==> config.mk <==
export PLATFORM = sky130hd
export DESIGN_NAME = mouse_report_encoder
export DESIGN_NICKNAME = d
export VERILOG_FILES = /design/src/hw/rtl/mre_pkg.sv /design/src/hw/rtl/mouse_report_encoder.sv /design/src/hw/rtl/mre_front.sv /design/src/hw/rtl/mre_queue.sv /design/src/hw/rtl/mre_back.sv
export SDC_FILE = /design/constraint.sdc
export NUM_CORES = 1
export LEC_CHECK = 0
export ABC_AREA = 1
export BUFFER_PORTS_ARGS = -buffer_cell sky130_fd_sc_hd__buf_2
export CORE_MARGIN = 4
export CORE_UTILIZATION = 57
export DETAILED_ROUTE_END_ITERATION = 6
export PLACE_DENSITY = 0.79
export SKIP_LAST_GASP = 1
export SLEW_MARGIN = 0
export SYNTH_ARGS = -nofsm -noshare
export SYNTH_HDL_FRONTEND = slang
export SYNTH_HIERARCHICAL = 1
export SYNTH_SLANG_ARGS = --single-unit
export TNS_END_PERCENT = 30
==> constraint.sdc <==
create_clock -name clk -period 5.2 [get_ports clk]
set_input_delay 0.78 -clock clk [delete_from_list [all_inputs] [get_ports clk]]
set_output_delay 0.78 -clock clk [all_outputs]
set_load 0.05 [all_outputs]
==> src/hw/rtl/mre_pkg.sv <==
// Package for the mouse report encoder: payload structs, queue descriptor,
// character codes and the decimal digit step used by the front end.
// No dependencies.
`timescale 1ns / 1ps

package mre_pkg;

  localparam logic [1:0] EV_PRESS   = 2'd0;
  localparam logic [1:0] EV_RELEASE = 2'd1;
  localparam logic [1:0] EV_MOTION  = 2'd2;

  localparam logic CFG_X10 = 1'b0;
  localparam logic CFG_SGR = 1'b1;

  localparam logic [7:0] CH_ESC    = 8'h1B;
  localparam logic [7:0] CH_BRK    = 8'h5B;  // '['
  localparam logic [7:0] CH_UP_M   = 8'h4D;  // 'M'
  localparam logic [7:0] CH_LO_M   = 8'h6D;  // 'm'
  localparam logic [7:0] CH_LT     = 8'h3C;  // '<'
  localparam logic [7:0] CH_SEMI   = 8'h3B;  // ';'
  localparam logic [7:0] CH_ZERO   = 8'h30;  // '0'
  localparam logic [7:0] LEG_OFS   = 8'd32;
  localparam logic [7:0] LEG_CLAMP = 8'd223;
  localparam logic [7:0] CB_WHEEL  = 8'd64;
  localparam logic [7:0] CB_EXTRA  = 8'd128;
  localparam logic [7:0] CB_MOTION = 8'd32;

  typedef struct packed {
    logic [3:0]  button;
    logic [2:0]  modifiers;
    logic [11:0] column;
    logic [11:0] row;
    logic [1:0]  event_kind;
  } mre_in_t;

  typedef struct packed {
    logic [7:0] out_byte;
    logic       last;
  } mre_out_t;

  typedef struct packed {
    logic x10_mode;
    logic sgr_encoding;
  } mre_cfg_t;

  // Decimal digits, element 0 is the thousands digit, element 3 the ones digit.
  typedef logic [3:0][3:0] dig4_t;

  // One classified event, ready for the byte sequencer.
  typedef struct packed {
    logic       sgr;
    logic       rel;
    logic [7:0] cb_byte;
    logic [7:0] cx_byte;
    logic [7:0] cy_byte;
    dig4_t      cb_dig;
    dig4_t      cx_dig;
    dig4_t      cy_dig;
    logic [1:0] cb_start;
    logic [1:0] cx_start;
    logic [1:0] cy_start;
  } mre_cmd_t;

  typedef struct packed {
    logic [3:0]  dig;
    logic [11:0] rem;
  } dstep_t;

  // One decimal digit at a constant scale: parallel compares, then subtract.
  function automatic dstep_t dec_step(input logic [11:0] v, input logic [11:0] scale);
    dstep_t r;
    r.dig = '0;
    for (int k = 1; k < 10; k++) begin
      if (32'(v) >= 32'(k) * 32'(scale)) r.dig = 4'(k);
    end
    r.rem = v - 12'(32'(r.dig) * 32'(scale));
    return r;
  endfunction

  // Position of the first digit to print (no leading zeros, at least one digit).
  function automatic logic [1:0] lead_pos(input dig4_t d);
    logic [1:0] p;
    if (d[0] != 4'd0)      p = 2'd0;
    else if (d[1] != 4'd0) p = 2'd1;
    else if (d[2] != 4'd0) p = 2'd2;
    else                   p = 2'd3;
    return p;
  endfunction

endpackage

==> src/hw/rtl/mouse_report_encoder.sv <==
// Mouse report encoder, top level: configuration registers, front end,
// descriptor queue and byte sequencer. Depends on mre_pkg and the mre_* modules.
//
// Usage:
//   in_*  : one mouse event per accepted item (valid high, stall low).
//   out_* : the escape sequence, one byte per item, last set on the final byte.
//   cfg_* : cfg_we writes cfg_wdata to register cfg_index (0 x10_mode,
//           1 sgr_encoding); write only while the block is idle.
// The first byte of an event passes three front stages, the queue and the
//   output register.
// Throughput: one byte per cycle from the sequencer while out_stall is low; an
//   event is 6 bytes in X10 or normal mode and 9 to 17 bytes in SGR mode.
//   Events rejected by X10 produce no bytes but still take a front slot.
// The front end accepts an event every cycle until the two-entry queue is full
//   and its last stage holds an event, then raises in_stall.
// When out_stall is high the output byte holds and the sequencer waits.
// Reset clears both registers to 0 and empties the pipeline and queue.
`timescale 1ns / 1ps

module mouse_report_encoder import mre_pkg::*; #(
  parameter int COORD_BITS = 12
) (
  input  logic     clk,
  input  logic     rst_n,
  input  logic     cfg_we,
  input  logic     cfg_index,
  input  logic     cfg_wdata,
  input  logic     in_valid,
  output logic     in_stall,
  input  mre_in_t  in_data,
  output logic     out_valid,
  input  logic     out_stall,
  output mre_out_t out_data
);

  mre_cfg_t cfg_r;
  mre_cmd_t push_data, head;
  logic     push, full, pop, not_empty;

  always_ff @(posedge clk) begin
    if (!rst_n) begin
      cfg_r <= '0;
    end else if (cfg_we) begin
      case (cfg_index)
        CFG_X10: cfg_r.x10_mode     <= cfg_wdata;
        CFG_SGR: cfg_r.sgr_encoding <= cfg_wdata;
        default: cfg_r <= cfg_r;
      endcase
    end
  end

  mre_front #(
    .COORD_BITS(COORD_BITS)
  ) u_front (
    .clk      (clk),
    .rst_n    (rst_n),
    .cfg      (cfg_r),
    .in_valid (in_valid),
    .in_stall (in_stall),
    .in_data  (in_data),
    .q_full   (full),
    .q_push   (push),
    .q_data   (push_data)
  );

  mre_queue u_queue (
    .clk       (clk),
    .rst_n     (rst_n),
    .push      (push),
    .push_data (push_data),
    .full      (full),
    .pop       (pop),
    .not_empty (not_empty),
    .head      (head)
  );

  mre_back u_back (
    .clk       (clk),
    .rst_n     (rst_n),
    .q_valid   (not_empty),
    .q_head    (head),
    .q_pop     (pop),
    .out_valid (out_valid),
    .out_stall (out_stall),
    .out_data  (out_data)
  );

endmodule

==> src/hw/rtl/mre_front.sv <==
// Front end of the mouse report encoder: accepts events, classifies them and
// converts coordinates to decimal over three stages. Depends on mre_pkg.
`timescale 1ns / 1ps

module mre_front import mre_pkg::*; #(
  parameter int COORD_BITS = 12
) (
  input  logic     clk,
  input  logic     rst_n,
  input  mre_cfg_t cfg,
  input  logic     in_valid,
  output logic     in_stall,
  input  mre_in_t  in_data,
  input  logic     q_full,
  output logic     q_push,
  output mre_cmd_t q_data
);

  localparam int CW = (COORD_BITS < 12) ? COORD_BITS : 12;
  localparam logic [11:0] CMASK = 12'((1 << CW) - 1);

  typedef struct packed {
    logic        sgr;
    logic        rel;
    logic [7:0]  cbb;
    logic [7:0]  cxb;
    logic [7:0]  cyb;
    logic [7:0]  cb;
    logic [11:0] cx;
    logic [11:0] cy;
  } s1_t;

  typedef struct packed {
    logic       sgr;
    logic       rel;
    logic [7:0] cbb;
    logic [7:0] cxb;
    logic [7:0] cyb;
    logic [7:0] cb;
    logic [3:0] cx_k;
    logic [9:0] cx_r;
    logic [3:0] cy_k;
    logic [9:0] cy_r;
  } s2_t;

  typedef struct packed {
    logic       sgr;
    logic       rel;
    logic [7:0] cbb;
    logic [7:0] cxb;
    logic [7:0] cyb;
    logic [3:0] cx_k;
    logic [3:0] cy_k;
    logic [3:0] cb_h;
    logic [3:0] cx_h;
    logic [3:0] cy_h;
    logic [6:0] cb_r;
    logic [6:0] cx_r;
    logic [6:0] cy_r;
  } s3_t;

  logic s1_v_r, s2_v_r, s3_v_r;
  s1_t  s1_r, s1_nxt;
  s2_t  s2_r, s2_nxt;
  s3_t  s3_r, s3_nxt;
  logic en, keep;
  logic [7:0]  base, cb;
  logic [11:0] cx, cy;
  dstep_t k_cx, k_cy, h_cb, h_cx, h_cy, t_cb, t_cx, t_cy;
  dig4_t  cb_dig, cx_dig, cy_dig;

  // All stages move together; hold everything while the queue is full and stage 3 holds an event.
  assign en       = !(s3_v_r && q_full);
  assign in_stall = !en;
  assign q_push   = s3_v_r && !q_full;

  // Stage 1: button code, legacy bytes, masked coordinates
  always_comb begin
    cx = in_data.column & CMASK;
    cy = in_data.row & CMASK;

    if (cfg.x10_mode) begin
      keep = (in_data.event_kind == EV_PRESS) && (in_data.button inside {[4'd1:4'd5]});
    end else begin
      keep = 1'b1;
    end

    if (!cfg.x10_mode && !cfg.sgr_encoding && in_data.event_kind == EV_RELEASE) begin
      base = 8'd3;
    end else if (in_data.button inside {[4'd1:4'd3]}) begin
      base = 8'(in_data.button) - 8'd1;
    end else if (in_data.button inside {[4'd4:4'd7]}) begin
      base = CB_WHEEL + 8'(in_data.button) - 8'd4;
    end else if (in_data.button inside {[4'd8:4'd11]}) begin
      base = CB_EXTRA + 8'(in_data.button) - 8'd8;
    end else begin
      base = 8'd0;
    end

    cb = base;
    if (!cfg.x10_mode) begin
      cb = cb | {3'd0, in_data.modifiers, 2'd0};
      if (in_data.event_kind == EV_MOTION) cb = cb | CB_MOTION;
    end

    s1_nxt.sgr = !cfg.x10_mode && cfg.sgr_encoding;
    s1_nxt.rel = (in_data.event_kind == EV_RELEASE);
    s1_nxt.cb  = cb;
    s1_nxt.cx  = cx;
    s1_nxt.cy  = cy;
    s1_nxt.cbb = cb + LEG_OFS;
    // X10 wraps modulo 256, normal mode clamps first
    s1_nxt.cxb = (cfg.x10_mode || cx <= 12'(LEG_CLAMP)) ? cx[7:0] + LEG_OFS
                                                         : LEG_CLAMP + LEG_OFS;
    s1_nxt.cyb = (cfg.x10_mode || cy <= 12'(LEG_CLAMP)) ? cy[7:0] + LEG_OFS
                                                         : LEG_CLAMP + LEG_OFS;
  end

  // Stage 2: thousands digit
  always_comb begin
    k_cx = dec_step(s1_r.cx, 12'd1000);
    k_cy = dec_step(s1_r.cy, 12'd1000);
    s2_nxt.sgr  = s1_r.sgr;
    s2_nxt.rel  = s1_r.rel;
    s2_nxt.cbb  = s1_r.cbb;
    s2_nxt.cxb  = s1_r.cxb;
    s2_nxt.cyb  = s1_r.cyb;
    s2_nxt.cb   = s1_r.cb;
    s2_nxt.cx_k = k_cx.dig;
    s2_nxt.cx_r = k_cx.rem[9:0];
    s2_nxt.cy_k = k_cy.dig;
    s2_nxt.cy_r = k_cy.rem[9:0];
  end

  // Stage 3: hundreds digit
  always_comb begin
    h_cb = dec_step({4'd0, s2_r.cb}, 12'd100);
    h_cx = dec_step({2'd0, s2_r.cx_r}, 12'd100);
    h_cy = dec_step({2'd0, s2_r.cy_r}, 12'd100);
    s3_nxt.sgr  = s2_r.sgr;
    s3_nxt.rel  = s2_r.rel;
    s3_nxt.cbb  = s2_r.cbb;
    s3_nxt.cxb  = s2_r.cxb;
    s3_nxt.cyb  = s2_r.cyb;
    s3_nxt.cx_k = s2_r.cx_k;
    s3_nxt.cy_k = s2_r.cy_k;
    s3_nxt.cb_h = h_cb.dig;
    s3_nxt.cx_h = h_cx.dig;
    s3_nxt.cy_h = h_cy.dig;
    s3_nxt.cb_r = h_cb.rem[6:0];
    s3_nxt.cx_r = h_cx.rem[6:0];
    s3_nxt.cy_r = h_cy.rem[6:0];
  end

  // Queue entry: tens and ones digits, leading-digit positions
  always_comb begin
    t_cb = dec_step({5'd0, s3_r.cb_r}, 12'd10);
    t_cx = dec_step({5'd0, s3_r.cx_r}, 12'd10);
    t_cy = dec_step({5'd0, s3_r.cy_r}, 12'd10);

    cb_dig[0] = 4'd0;
    cb_dig[1] = s3_r.cb_h;
    cb_dig[2] = t_cb.dig;
    cb_dig[3] = t_cb.rem[3:0];
    cx_dig[0] = s3_r.cx_k;
    cx_dig[1] = s3_r.cx_h;
    cx_dig[2] = t_cx.dig;
    cx_dig[3] = t_cx.rem[3:0];
    cy_dig[0] = s3_r.cy_k;
    cy_dig[1] = s3_r.cy_h;
    cy_dig[2] = t_cy.dig;
    cy_dig[3] = t_cy.rem[3:0];

    q_data.sgr      = s3_r.sgr;
    q_data.rel      = s3_r.rel;
    q_data.cb_byte  = s3_r.cbb;
    q_data.cx_byte  = s3_r.cxb;
    q_data.cy_byte  = s3_r.cyb;
    q_data.cb_dig   = cb_dig;
    q_data.cx_dig   = cx_dig;
    q_data.cy_dig   = cy_dig;
    q_data.cb_start = lead_pos(cb_dig);
    q_data.cx_start = lead_pos(cx_dig);
    q_data.cy_start = lead_pos(cy_dig);
  end

  always_ff @(posedge clk) begin
    if (!rst_n) begin
      s1_v_r <= 1'b0;
      s2_v_r <= 1'b0;
      s3_v_r <= 1'b0;
    end else if (en) begin
      // drop events that X10 does not report
      s1_v_r <= in_valid && keep;
      s2_v_r <= s1_v_r;
      s3_v_r <= s2_v_r;
    end
  end

  always_ff @(posedge clk) begin
    if (en) begin
      s1_r <= s1_nxt;
      s2_r <= s2_nxt;
      s3_r <= s3_nxt;
    end
  end

endmodule

==> src/hw/rtl/mre_queue.sv <==
// Two-entry descriptor queue between the front end and the byte sequencer.
// Depends on mre_pkg.
`timescale 1ns / 1ps

module mre_queue import mre_pkg::*; (
  input  logic     clk,
  input  logic     rst_n,
  input  logic     push,
  input  mre_cmd_t push_data,
  output logic     full,
  input  logic     pop,
  output logic     not_empty,
  output mre_cmd_t head
);

  mre_cmd_t   mem_r [2];
  logic       wp_r, rp_r;
  logic [1:0] cnt_r, cnt_nxt;

  assign full      = (cnt_r == 2'd2);
  assign not_empty = (cnt_r != 2'd0);
  assign head      = mem_r[rp_r];

  always_comb begin
    cnt_nxt = cnt_r;
    if (push && !pop)      cnt_nxt = cnt_r + 2'd1;
    else if (pop && !push) cnt_nxt = cnt_r - 2'd1;
  end

  always_ff @(posedge clk) begin
    if (!rst_n) begin
      wp_r  <= 1'b0;
      rp_r  <= 1'b0;
      cnt_r <= 2'd0;
    end else begin
      if (push) wp_r <= !wp_r;
      if (pop)  rp_r <= !rp_r;
      cnt_r <= cnt_nxt;
    end
  end

  always_ff @(posedge clk) begin
    if (push) mem_r[wp_r] <= push_data;
  end

endmodule

==> src/hw/rtl/mre_back.sv <==
// Byte sequencer of the mouse report encoder (needs mre_pkg): walks one queued
// descriptor, sending one byte per unstalled cycle through an output register.
`timescale 1ns / 1ps

module mre_back import mre_pkg::*; (
  input  logic     clk,
  input  logic     rst_n,
  input  logic     q_valid,
  input  mre_cmd_t q_head,
  output logic     q_pop,
  output logic     out_valid,
  input  logic     out_stall,
  output mre_out_t out_data
);

  localparam logic [3:0] P_ESC  = 4'd0;
  localparam logic [3:0] P_BRK  = 4'd1;
  localparam logic [3:0] P_LEAD = 4'd2;
  localparam logic [3:0] P_CB   = 4'd3;
  localparam logic [3:0] P_SEP1 = 4'd4;
  localparam logic [3:0] P_CX   = 4'd5;
  localparam logic [3:0] P_SEP2 = 4'd6;
  localparam logic [3:0] P_CY   = 4'd7;
  localparam logic [3:0] P_TERM = 4'd8;

  logic [3:0] phase_r, phase_nxt;
  logic [1:0] d_r, d_nxt;
  logic       out_valid_r;
  mre_out_t   out_data_r;
  logic       load, take, last;
  logic [7:0] byte_val;
  logic [3:0] dig;

  assign load      = !out_valid_r || !out_stall;
  assign take      = load && q_valid;
  assign q_pop     = take && last;
  assign out_valid = out_valid_r;
  assign out_data  = out_data_r;

  always_comb begin
    byte_val  = CH_ESC;
    last      = 1'b0;
    phase_nxt = phase_r;
    d_nxt     = d_r;
    dig       = q_head.cb_dig[d_r];

    case (phase_r)
      P_ESC: begin
        byte_val  = CH_ESC;
        phase_nxt = P_BRK;
      end
      P_BRK: begin
        byte_val  = CH_BRK;
        phase_nxt = P_LEAD;
      end
      P_LEAD: begin
        byte_val  = q_head.sgr ? CH_LT : CH_UP_M;
        phase_nxt = P_CB;
        d_nxt     = q_head.cb_start;
      end
      P_CB: begin
        dig = q_head.cb_dig[d_r];
        if (q_head.sgr) begin
          byte_val = CH_ZERO + {4'd0, dig};
          if (d_r == 2'd3) phase_nxt = P_SEP1;
          else             d_nxt = d_r + 2'd1;
        end else begin
          byte_val  = q_head.cb_byte;
          phase_nxt = P_CX;
        end
      end
      P_SEP1: begin
        byte_val  = CH_SEMI;
        phase_nxt = P_CX;
        d_nxt     = q_head.cx_start;
      end
      P_CX: begin
        dig = q_head.cx_dig[d_r];
        if (q_head.sgr) begin
          byte_val = CH_ZERO + {4'd0, dig};
          if (d_r == 2'd3) phase_nxt = P_SEP2;
          else             d_nxt = d_r + 2'd1;
        end else begin
          byte_val  = q_head.cx_byte;
          phase_nxt = P_CY;
        end
      end
      P_SEP2: begin
        byte_val  = CH_SEMI;
        phase_nxt = P_CY;
        d_nxt     = q_head.cy_start;
      end
      P_CY: begin
        dig = q_head.cy_dig[d_r];
        if (q_head.sgr) begin
          byte_val = CH_ZERO + {4'd0, dig};
          if (d_r == 2'd3) phase_nxt = P_TERM;
          else             d_nxt = d_r + 2'd1;
        end else begin
          // legacy sequence ends on the row byte
          byte_val  = q_head.cy_byte;
          last      = 1'b1;
          phase_nxt = P_ESC;
        end
      end
      P_TERM: begin
        byte_val  = q_head.rel ? CH_LO_M : CH_UP_M;
        last      = 1'b1;
        phase_nxt = P_ESC;
      end
      default: begin
        byte_val  = CH_ESC;
        phase_nxt = P_ESC;
      end
    endcase
  end

  always_ff @(posedge clk) begin
    if (!rst_n) begin
      out_valid_r <= 1'b0;
      phase_r     <= P_ESC;
      d_r         <= 2'd0;
    end else begin
      if (load) out_valid_r <= q_valid;
      if (take) begin
        phase_r <= phase_nxt;
        d_r     <= d_nxt;
      end
    end
  end

  always_ff @(posedge clk) begin
    if (take) begin
      out_data_r.out_byte <= byte_val;
      out_data_r.last     <= last;
    end
  end

endmodule
Word-level counts from Yosys, hierarchy flattened

Memories as Yosys holds them, arrays and structs flattened. A register that Yosys moved wholly into a read port is not among the register bits.
Index checks and enable logic that the tools add are counted.

Memories: 1
RAM bits: 152
Word-level logic and storage cells: 305
Flip-flop bits (word level): 212
Output and inout bits: 11

Memories:

| name          | words | bits a word | rd ports | clocked after memory_dff | wr ports | line            | RTL |
|---|---|---|---|---|---|---|---|
| u_queue.mem_r | 2     | 76          | 1        | 1                        | 1        | mre_queue.sv:16 | `mre_cmd_t mem_r [2];` |

Order comparisons: 65
Eq/ne operators: 17
Multiply operators: 8
Reduce and logical (&&, ||, !) cells: 46
$add $sub $neg: 22
Muxes and demuxes: 100
Bitwise logic cells: 2

Operator list:

| cell                 | number |
|---|---|
| $ge 10x10->1 const B | 8 |
| $mux 4               | 19 |
| $mux 3               | 22 |
| $mux 8               | 8 |
| $ge 7x6->1 const B   | 9 |
| $ge 7x7->1 const B   | 9 |
| $ge 10x9->1 const B  | 6 |
| $pmux 8 s7           | 1 |
| $ge 12x12->1 const B | 4 |
| $mux 2               | 24 |
| $ge 7x5->1 const B   | 6 |
| $reduce_bool 4->1    | 9 |
| $pmux 4 s8           | 1 |
| $add 8x6->8 const B  | 3 |
| $bmux 4 s2           | 3 |
| $ge 12x10->1 const B | 2 |
| $ge 12x11->1 const B | 2 |
| $le 12x8->1 const B  | 2 |
| $add 6x4->7 const A  | 3 |
| $ge 7x4->1 const B   | 3 |
| $sub 7x7->7          | 3 |
| $ge 10x7->1 const B  | 2 |
| $ge 10x8->1 const B  | 2 |
| $sub 10x10->10       | 2 |
| other kinds (47)     | 107 |

Longest topological paths before layout

Gate-level depths: netlist of run 1.

Depth in word-level cells: 14
Mapped depth: 24
Depth with buffers taken out: 24

Hierarchy

The synthesis of run 1 kept the hierarchy.

Modules (own cells, without submodules):

| module               | area each (um2) | instances | seq. area each (um2) | cells each |
|---|---|---|---|---|
| mre_front            | 8,849.7         | 1         | 5,134.9              | 814 |
| mre_queue            | 6,404.9         | 1         | 4,904.7              | 284 |
| mre_back             | 1,650.3         | 1         | 410.4                | 301 |
| mouse_report_encoder | 87.6            | 1         | 40.0                 | 12 |

Worst setup path before layout of run 1

Ideal clock, no wire load.

Path kind: register to output
Start point: register u_queue.cnt_r[1]
End point: output port in_stall
Required time: 4,420 ps
Buffers on the path: 0
Stages on the path, launching flop included: 5
Slack: -1,086 ps
Arrival time: 5,506 ps
Cell sequence: dfxtp_1 -> inv_1 -> nor2_1 -> nand2_1 -> inv_1

Longest elaborated chain between the ends: 2

Ends and longest elaborated chain:

| item                     | line                       | RTL |
|---|---|---|
| start: declaration       | mre_queue.sv:18            | `logic [1:0] cnt_r, cnt_nxt;` |
| start signal: assignment | mre_queue.sv:38            | `cnt_r <= cnt_nxt;` |
| $eq 2x2->1               | mre_queue.sv:20            | `assign full = (cnt_r == 2'd2);` |
| via full                 | mouse_report_encoder.sv:38 | `logic push, full, pop, not_empty;` |
| $logic_and 1x1->1        | mre_front.sv:73            | `assign en = !(s3_v_r && q_full);` |
| end: declaration         | mouse_report_encoder.sv:29 | `output logic in_stall,` |

The timed path passes the listed nets, and every way through them passes these cells.

==> results of run 1 <==
## critical path: stages, from the launching register on
cell                       delay (ns)
sky130_fd_sc_hd__edfxtp_1        0.39
sky130_fd_sc_hd__inv_1           0.08
sky130_fd_sc_hd__nor3b_1         0.37
sky130_fd_sc_hd__a31oi_1         0.23
sky130_fd_sc_hd__o21ai_0         0.14
sky130_fd_sc_hd__nand2_1         0.08
sky130_fd_sc_hd__inv_1           0.08
sky130_fd_sc_hd__nor2_1          0.09
sky130_fd_sc_hd__ha_1            0.37
sky130_fd_sc_hd__inv_1           0.08
sky130_fd_sc_hd__fa_1            0.47
sky130_fd_sc_hd__ha_1            0.33
sky130_fd_sc_hd__nand2_1         0.08
sky130_fd_sc_hd__nand2_1         0.05
sky130_fd_sc_hd__a21oi_1         0.15
sky130_fd_sc_hd__xnor2_1         0.09
## registers in the layout, indices dropped and copies added, names as in the netlist, named ones only
name,flops
u_queue/mem_r,160
u_front/s2_r,55
u_front/s1_r,53
u_front/q_data,42
u_front/s3_r,19
u_back/out_data,9
u_back/phase_r,4
cfg_r,2
u_back/d_r,2
u_queue/cnt_r,2
u_back/out_valid,1
u_front/s1_v_r,1
u_front/s2_v_r,1
u_front/s3_v_r,1
u_queue/rp_r,1
u_queue/wp_r,1
## final cells by class
type,instances,area [um2]
inverter,180,676
sequential,355,10500
fill,2090,10800
tap,384,480
multi-input combinational,812,5260
clock buffer,45,935
timing repair buffer,56,295
clock inverter,19,109
## layout by cell type (no fill, tap or decap), types with 6 or more instances in the layout
master                      netlist  final
sky130_fd_sc_hd__edfxtp_1       338    338
sky130_fd_sc_hd__nand2_1        258    257
sky130_fd_sc_hd__inv_1          174    173
sky130_fd_sc_hd__nor2_1         115    114
sky130_fd_sc_hd__mux2_4          80     80
sky130_fd_sc_hd__nand3_1         70     70
sky130_fd_sc_hd__o21ai_0         53     53
sky130_fd_sc_hd__buf_2            7     50
sky130_fd_sc_hd__ha_1            50     50
sky130_fd_sc_hd__a21oi_1         47     47
sky130_fd_sc_hd__clkbuf_16        0     36
sky130_fd_sc_hd__xor2_1          27     27
sky130_fd_sc_hd__dfxtp_1         17     16
sky130_fd_sc_hd__xnor2_1         16     16
sky130_fd_sc_hd__fa_1            10     10
sky130_fd_sc_hd__conb_1           2     10
sky130_fd_sc_hd__clkbuf_1         2      9
sky130_fd_sc_hd__clkinv_1         0      8
sky130_fd_sc_hd__o211ai_1         8      8
sky130_fd_sc_hd__inv_2            6      7
sky130_fd_sc_hd__nand2_2          7      7
sky130_fd_sc_hd__a31oi_1          7      7
sky130_fd_sc_hd__clkinv_2         0      6
sky130_fd_sc_hd__buf_4           53      6
sky130_fd_sc_hd__nand4_1          6      6
sky130_fd_sc_hd__nor3_1           6      6
## logic make-up (layout without fill, tap and decap cells)
kind of cell	Yosys count	in the layout
xor gates and xnor gates	43	43
buffers and inverters	252	300
other	2	10
DFF	355	355
and+or+nand+nor	486	486
AOI/OAI and AO/OA	133	133
muxes	80	80
adders and majority gates	60	60
## worst paths after layout
| check | from | to | slack (ns) |
|---|---|---|---|
| worst max-delay path | u_front/s1_r[7] | u_front/s2_r[9] | 1.90 |
| worst min-delay path | u_front/s2_r[12] | u_front/q_data[8] | 0.40 |
| worst max register to register | u_front/s1_r[7] | u_front/s2_r[9] | 1.90 |
| worst min register to register | u_front/s2_r[12] | u_front/q_data[8] | 0.40 |
## Yosys cell counts, types with 10 or more instances
library cell,count,share of area [%]
sky130_fd_sc_hd__fa_1,10,1.2
sky130_fd_sc_hd__inv_1,174,3.8
sky130_fd_sc_hd__dfxtp_1,17,2.0
sky130_fd_sc_hd__buf_4,53,2.3
sky130_fd_sc_hd__mux2_4,80,7.1
sky130_fd_sc_hd__a21oi_1,47,1.4
sky130_fd_sc_hd__o21ai_0,53,1.6
sky130_fd_sc_hd__xor2_1,27,1.4
sky130_fd_sc_hd__nand3_1,70,2.1
sky130_fd_sc_hd__edfxtp_1,338,60
sky130_fd_sc_hd__xnor2_1,16,0.82
sky130_fd_sc_hd__nand2_1,258,5.7
sky130_fd_sc_hd__ha_1,50,3.7
sky130_fd_sc_hd__nor2_1,115,2.5
## report_power, final
group | switching [mW] | leakage, nW | internal, mW | total, mW
sequential | 0.220 | 3.38 | 3.67 | 3.89
combinational | 1.26 | 3.59 | 0.764 | 2.03
clock | 1.02 | 0.507 | 1.28 | 2.30
total | 2.50 | 7.47 | 5.71 | 8.21
## layer usage
metal  vias to the layer above  global-route usage (%)  routed length [um]
li1                       4829                       -                   -
met1                      4736                    23.2               12600
met2                       307                    33.6               16200
met3                        60                    2.97                1620
met4                         0                    5.05                 658
met5                         -                       0                   0
==> impl_summary.log, run 1 <==
[metrics] placed instance area: 17200 um2
[metrics] # DRC: 0
[metrics] routed via count: 9932
[metrics] Global Route Usage Sum: 18.6%
[metrics] clock tree skew after final layout: 0.0213 ns
[metrics] fin worst setup slack: 1.90 ns
[metrics] portion of netlist area occupied by mux cells: 7.07%
[metrics] Sinks on Clock Net: 355
[metrics] Die Y: 181 um
[metrics] worst r2r path cells: 15
[metrics] utilization of the core after routing: 62.7%
[metrics] total number of placement rows: 62
[metrics] final setup TNS: 0 ns
[metrics] fraction of the mapped netlist area in adder cells: 4.86%
[metrics] Ports: 51
[metrics] Synth Flop Type: sky130_fd_sc_hd__edfxtp_1
[metrics] clock latency of the later-clocked register in the worst-skew pair: 0.52 ns
[metrics] gate count after technology mapping: 1411
[metrics] DRC violation total after the first TritonRoute iteration: 967
[metrics] netlist area before placement: 17000 um2
[metrics] share of the synthesized area in compound gates (AO/OA/AOI/OAI): 4.44%
[metrics] Crit. End Element: flop
[metrics] clock transition at the registers of the reported paths: 0.06 ns
[metrics] Chip Width: 181 um
[metrics] sort of element at the start of the critical path: flop
[metrics] result of the run: complete, no violations
[metrics] final hold violation count: 0
[metrics] setup repair after global routing missed its margin: false
[metrics] peak fanout along the critical path: 5
[metrics] DP Cell Count: 1787
[metrics] Maximum Capacitance Violations: 0
[metrics] total iterations of the first detailed-routing run: 6
[metrics] data required time at the worst endpoint: 5.46 ns
[metrics] clock root buffer master: sky130_fd_sc_hd__clkbuf_16
[metrics] final-layout worst hold slack: 0.400 ns
[metrics] placeable core region: 29100 um2
[metrics] aggregate global routing overflow: 0
[metrics] Worst Path Class, Setup: flop to flop
[metrics] Yosys warnings: 6
[metrics] fraction of layout cells with a size suffix above 1: 14.4%
[metrics] Design Power: 8.21 mW
[metrics] design area: 18200 um2
[metrics] sequential cell area fraction in the yosys report: 61.7%
[metrics] first-pass GRT wire length: 49.5 mm
[metrics] normalized max-slew margin: 30.4%
[metrics] clock buffer count from CTS: 35
[metrics] Initial Util: 58.4%
[metrics] worst vdd rail ir drop: 0.306 mV
[metrics] die outline area: 32600 um2
[metrics] pin count of the biggest net entering global routing: 89
[metrics] via density per instance: 5.37
[metrics] Pins Over Slew Limit: 0
[metrics] number of distinct library cells after synthesis: 48
[metrics] average routed wire per standard cell: 16.8 um
[metrics] final layout net count: 1540
[metrics] Max Root-Sink Buffers: 3
[metrics] vias in the first global route: 9995
[metrics] areal power density over the cells: 450 nW/um2
[metrics] hold_buf cts: 0
[metrics] async set-or-reset flop fraction in the synthesized netlist: 0%
[metrics] critical path data arrival time: 3.57 ns
[metrics] initial antenna violation count: 0
[metrics] H-Tree Depth: 2
[metrics] share of synthesized cell area in and, or, nand and nor gates: 12.0%
[metrics] worst setup timing slack at the placement stage: 1.91 ns
[metrics] number of antenna cells inserted: 0
[metrics] Final Cycle Share: 63.5%
[metrics] TritonCTS clock tree: done
[metrics] worst slew pin tran: 1.04 ns
[metrics] mean area per synthesized cell: 12.0 um2
[metrics] synth-to-layout area growth: 7.38%
[metrics] dpl hpwl: 20.6 mm
[metrics] xor and xnor fraction of the mapped netlist area: 2.22%
[metrics] post-layout min period: 3.30 ns
[metrics] drt total wl: 31.0 mm
[metrics] dominant combinational cell family by area after synthesis: simple AND/OR/NAND/NOR gates
[metrics] Resized cells post-CTS: 0
[metrics] number of synthesized register bits: 355
[metrics] PortBufs: 50
[metrics] Hold Path Cell Cnt: 0
[metrics] leakage dissipation: 7.47 nW
[metrics] global placement routability congestion: 0.893
[metrics] count of flip-flops with a built-in enable after synthesis: 338
[metrics] final standard cell count with taps included and fillers excluded: 1851
[metrics] post-route ant nets: 0
[metrics] timing-limited maximum frequency: 303 MHz
[metrics] class of the most critical hold timing path: flop to flop
[metrics] number of buffers inserted to repair setup after CTS: 0
[metrics] setup-violating endpoint count in the final report: 0
Note: power is estimated with default switching activity, not from simulation.
==> run 2: changes to the inputs <==
- ABC_AREA: 1 -> 0
- clock period: 5.2 -> 2.9 ns (I/O delays scaled with it)
==> impl_summary.log, run 2 <==
[metrics] aggregate global routing overflow: 0 (unchanged)
[metrics] PortBufs: 50 (unchanged)
[metrics] pin count of the biggest net entering global routing: 82 (-7.9%)
[metrics] Crit. Startpoint: u_front/s1_r[22]
[metrics] switching share of power: 26.2% (-4.3 points)
[metrics] internal power: 11.5 mW (+100%)
[metrics] total number of placement rows: 62 (unchanged)
[metrics] setup-violating endpoint count in the final report: 4 (+4)
[metrics] top register by number of flip-flops: u_queue/mem_r
[metrics] Hold Path Cell Cnt: 1 (+1)
[metrics] number of distinct library cells after synthesis: 81 (+69%)
[metrics] first-pass GRT wire length: 46.6 mm (-5.8%)
[metrics] count of flip-flops with a built-in enable after synthesis: 338 (unchanged)
[metrics] class of the most critical hold timing path: primary input to flop
[metrics] worst vdd rail ir drop: 0.662 mV (+120%)
[metrics] initial antenna violation count: 0 (unchanged)
[metrics] final layout net count: 1343 (-13%)
[metrics] peak fanout along the critical path: 3 (-2)
[metrics] Pins Over Slew Limit: 0 (unchanged)
[metrics] fraction of layout cells with a size suffix above 1: 27.0% (+13 points)
[metrics] maximum single-stage delay on the critical path: 0.45 ns (-0.02 ns)
[metrics] area share of the largest cell type after synthesis: 61.5% (+1.8 points)
[metrics] sequential cell area fraction in the yosys report: 63.6% (+1.9 points)
[metrics] drt total wl: 29.2 mm (-6.1%)
[metrics] registers with the highest flip-flop counts: u_queue/mem_r x160, u_front/s2_r x55, u_front/s1_r x53
[metrics] placeable core region: 28600 um2 (-1.6%)
[metrics] Final Cycle Share: 104% (+41 points)
[metrics] source of the worst hold timing path: in_data[6]
[metrics] Chip Width: 178 um (-1.4%)
[metrics] Worst Path Class, Setup: flop to flop
[metrics] via density per instance: 5.58 (+4.1%)
[metrics] leading cell type by number of instances after synthesis: sky130_fd_sc_hd__edfxtp_1
[metrics] # DRC: 0 (unchanged)
[metrics] Die Y: 178 um (-1.4%)
[metrics] worst r2r path cells: 14 (-1)
[metrics] switching power summed over all nets: 4.06 mW (+62%)
[metrics] final hold violation count: 0 (unchanged)
[metrics] Crit. End Element: flop
[metrics] worst slew pin tran: 1.05 ns (+0.0115 ns)
[metrics] result of the run: complete, but fails checks
[metrics] TritonCTS clock tree: done
[metrics] normalized max-slew margin: 28.7% (-1.8 points)
[metrics] cell accounting for the most synthesized area: sky130_fd_sc_hd__edfxtp_1
[metrics] mean area per synthesized cell: 14.3 um2 (+19%)
[metrics] design area: 18800 um2 (+3.3%)
[metrics] clock transition at the registers of the reported paths: 0.06 ns (about the same)
[metrics] post-layout min period: 3.02 ns (-0.282 ns)
[metrics] data required time at the worst endpoint: 3.16 ns (-2.30 ns)
[metrics] Sinks on Clock Net: 355 (unchanged)
[metrics] Global Route Usage Sum: 18.5% (-0.019 points)
[metrics] hold_buf cts: 0 (unchanged)
[metrics] Yosys warnings: 6 (unchanged)
[metrics] main area contributors after synthesis: sky130_fd_sc_hd__edfxtp_1, sky130_fd_sc_hd__mux2_2, sky130_fd_sc_hd__ha_1
[metrics] failing checks: setup timing
[metrics] placed instance area: 17300 um2 (+0.38%)
[metrics] clock buffer count from CTS: 37 (+5.7%)
[metrics] top post-synthesis cells by count: sky130_fd_sc_hd__edfxtp_1, sky130_fd_sc_hd__mux2_2, sky130_fd_sc_hd__inv_1, sky130_fd_sc_hd__a21oi_1, sky130_fd_sc_hd__buf_4
[metrics] Initial Util: 57.6% (-0.80 points)
[metrics] setup repair after global routing missed its margin: true
[metrics] clock share of power: 33.4% (+5.4 points)
[metrics] clock latency of the later-clocked register in the worst-skew pair: 0.51 ns (about the same)
[metrics] capture endpoint of the worst hold path: u_front/s1_r[4]
[metrics] areal power density over the cells: 823 nW/um2 (+83%)
[metrics] sort of element at the start of the critical path: flop
[metrics] area of the multi-input gates: 5240 um2 (-0.40%)
[metrics] gate count after technology mapping: 1151 (-18%)
[metrics] share of power burned in registers: 44.7% (-2.7 points)
[metrics] DRC violation total after the first TritonRoute iteration: 766 (-21%)
[metrics] async set-or-reset flop fraction in the synthesized netlist: 0% (unchanged)
[metrics] combinational power share: 21.9% (-2.8 points)
[metrics] global placement routability congestion: 0.873 (-2.3%)
[metrics] number of synthesized register bits: 355 (unchanged)
[metrics] number of antenna cells inserted: 0 (unchanged)
[metrics] die outline area: 31700 um2 (-2.8%)
[metrics] critical path data arrival time: 3.28 ns (-0.29 ns)
[metrics] clock root buffer master: sky130_fd_sc_hd__clkbuf_16
[metrics] average routed wire per standard cell: 17.6 um (+5.0%)
[metrics] Synth Flop Type: sky130_fd_sc_hd__edfxtp_1
[metrics] Reg-to-Reg End: u_front/s2_r[23]
[metrics] leakage dissipation: 6.94 nW (-7.1%)
[metrics] Maximum Capacitance Violations: 0 (unchanged)
[metrics] post-route ant nets: 0 (unchanged)
[metrics] dpl hpwl: 19.0 mm (-7.8%)
[metrics] cell chain of the critical path: and3_4 > nor2_2 > a22o_1 > a32oi_1 > o21ai_1 > and2_4 > ha_4 > inv_4 > fa_1 > ha_1 > inv_1 > o21bai_1 > a21oi_2 > xnor2_1
[metrics] Ports: 51 (unchanged)
[metrics] total iterations of the first detailed-routing run: 5 (-1)
[metrics] clock tree skew after final layout: 0.00683 ns (-0.0145 ns)
[metrics] H-Tree Depth: 2 (unchanged)
[metrics] commonest non-fill, non-tap cells in the layout: sky130_fd_sc_hd__edfxtp_1, sky130_fd_sc_hd__mux2_2, sky130_fd_sc_hd__buf_4, sky130_fd_sc_hd__inv_1, sky130_fd_sc_hd__a21oi_1
[metrics] netlist area before placement: 16500 um2 (-2.9%)
[metrics] synth-to-layout area growth: 14.2%
[metrics] register-to-register path setup slack: -0.12 ns (-2.02 ns)
[metrics] most common library cell in the layout ignoring fill and taps: sky130_fd_sc_hd__edfxtp_1
[metrics] max reg flops: 160 (unchanged)
[metrics] number of inserted filler cells in the final layout: 1881 (-10%)
[metrics] fin worst setup slack: -0.121 ns (-2.02 ns)
[metrics] vias in the first global route: 9204 (-7.9%)
[metrics] flip-flop and latch area: 10500 um2 (unchanged)
[metrics] timing-limited maximum frequency: 331 MHz (+9.3%)
[metrics] Slowest-stage cell, CP: sky130_fd_sc_hd__fa_1
[metrics] routed via count: 9248 (-6.9%)
[metrics] startpoint of the worst-slack reg-to-reg timing path: u_front/s1_r[22]
[metrics] final-layout worst hold slack: 0.106 ns (-0.294 ns)
[metrics] Max Root-Sink Buffers: 3 (unchanged)
## run 2: metal layers
metal / track usage (%) / vias to the layer above / share of wire (%)
met5: 0 / - / 0
met2: 32.0 / 251 / 51
li1: - / 4407 / -
met4: 5.93 / 0 / 2.7
met1: 23.7 / 4529 / 41
met3: 3.69 / 61 / 5.1
## run 2: how the worst max path moves through the flow
| stage | to | slack, ns |
|---|---|---|
| final | u_front/s2_r[23] | -0.12 |
| after global routing | u_front/s3_r[6] | -0.25 |
| after CTS | u_front/s2_r[23] | -0.06 |
| after detailed placement | u_front/s2_r[22] | -0.23 |
| after global placement | u_front/s2_r[23] | -0.1 |
| after floorplan | u_queue/mem_r[1][0] | -0.27 |
## run 2: metrics by stage
stage / total power, mW / utilization, % / instances / setup TNS [ns] / setup WS (ns)
global placement: 10.1 / 60.3 / 1578 / -0.214 / -0.0990
global route: 16.3 / 65.8 / 1656 / -1.25 / -0.253
CTS: 15.6 / 65.5 / 1652 / -0.212 / -0.0588
floorplan: 9.50 / - / 1159 / -22.38 / -0.275
detailed placement: 10.3 / 60.3 / 1578 / -0.787 / -0.232
finish: 15.5 / 65.8 / 1656 / -0.241 / -0.121
## run 2: power by group through the flow
| stage | combinational, mW | clock (mW) | sequential (mW) |
|---|---|---|---|
| floorplan | 2.66 | 0 | 6.84 |
| global placement | 3.08 | 0 | 6.99 |
| detailed placement | 3.24 | 0 | 7.03 |
| CTS | 3.37 | 5.29 | 6.93 |
| global route | 3.81 | 5.52 | 7.01 |
| finish | 3.39 | 5.18 | 6.94 |
## run 2: area by class of cell
type,instances,share of cell area [%]
inverter,75,1.51
tap,384,2.55
clock inverter,19,1.74
multi-input combinational,637,27.8
sequential,355,55.7
clock buffer,49,5.49
timing repair buffer,137,5.23
## run 2: logic make-up (layout without fill, tap and decap cells)
| family | count (synthesis) | count (layout) | synth area share [%] |
|---|---|---|---|
| XOR/XNOR | 52 | 52 | 2.76 |
| adder cells (fa/ha/maj) | 60 | 60 | 5.01 |
| AO/OA/AOI/OAI | 199 | 199 | 7.84 |
| AND/OR/NAND/NOR | 212 | 212 | 7.06 |
| multiplexers | 104 | 104 | 7.91 |
| other | 2 | 10 | 0.0455 |
| flip-flops | 355 | 355 | 63.6 |
| buffers and inverters | 167 | 280 | 5.76 |
## run 2: what timing repair did
action / 4_1_cts / 5_1_grt
buffers inserted: 6 / 4
setup endpoints to repair: 7 / 8
gates resized for setup: 19 / 18
endpoints found under the hold margin: 0 / 0
pin swaps: 18 / 22
## run 2: worst max-delay path, delay by kind of cell (launching register included)
family                     cells  cell delay (ns)
DFF                            1             0.37
and+or+nand+nor                3             0.43
xor gates and xnor gates       1             0.12
AOI/OAI and AO/OA              5             0.74
adders and majority gates      3             1.03
buffers and inverters          2             0.08
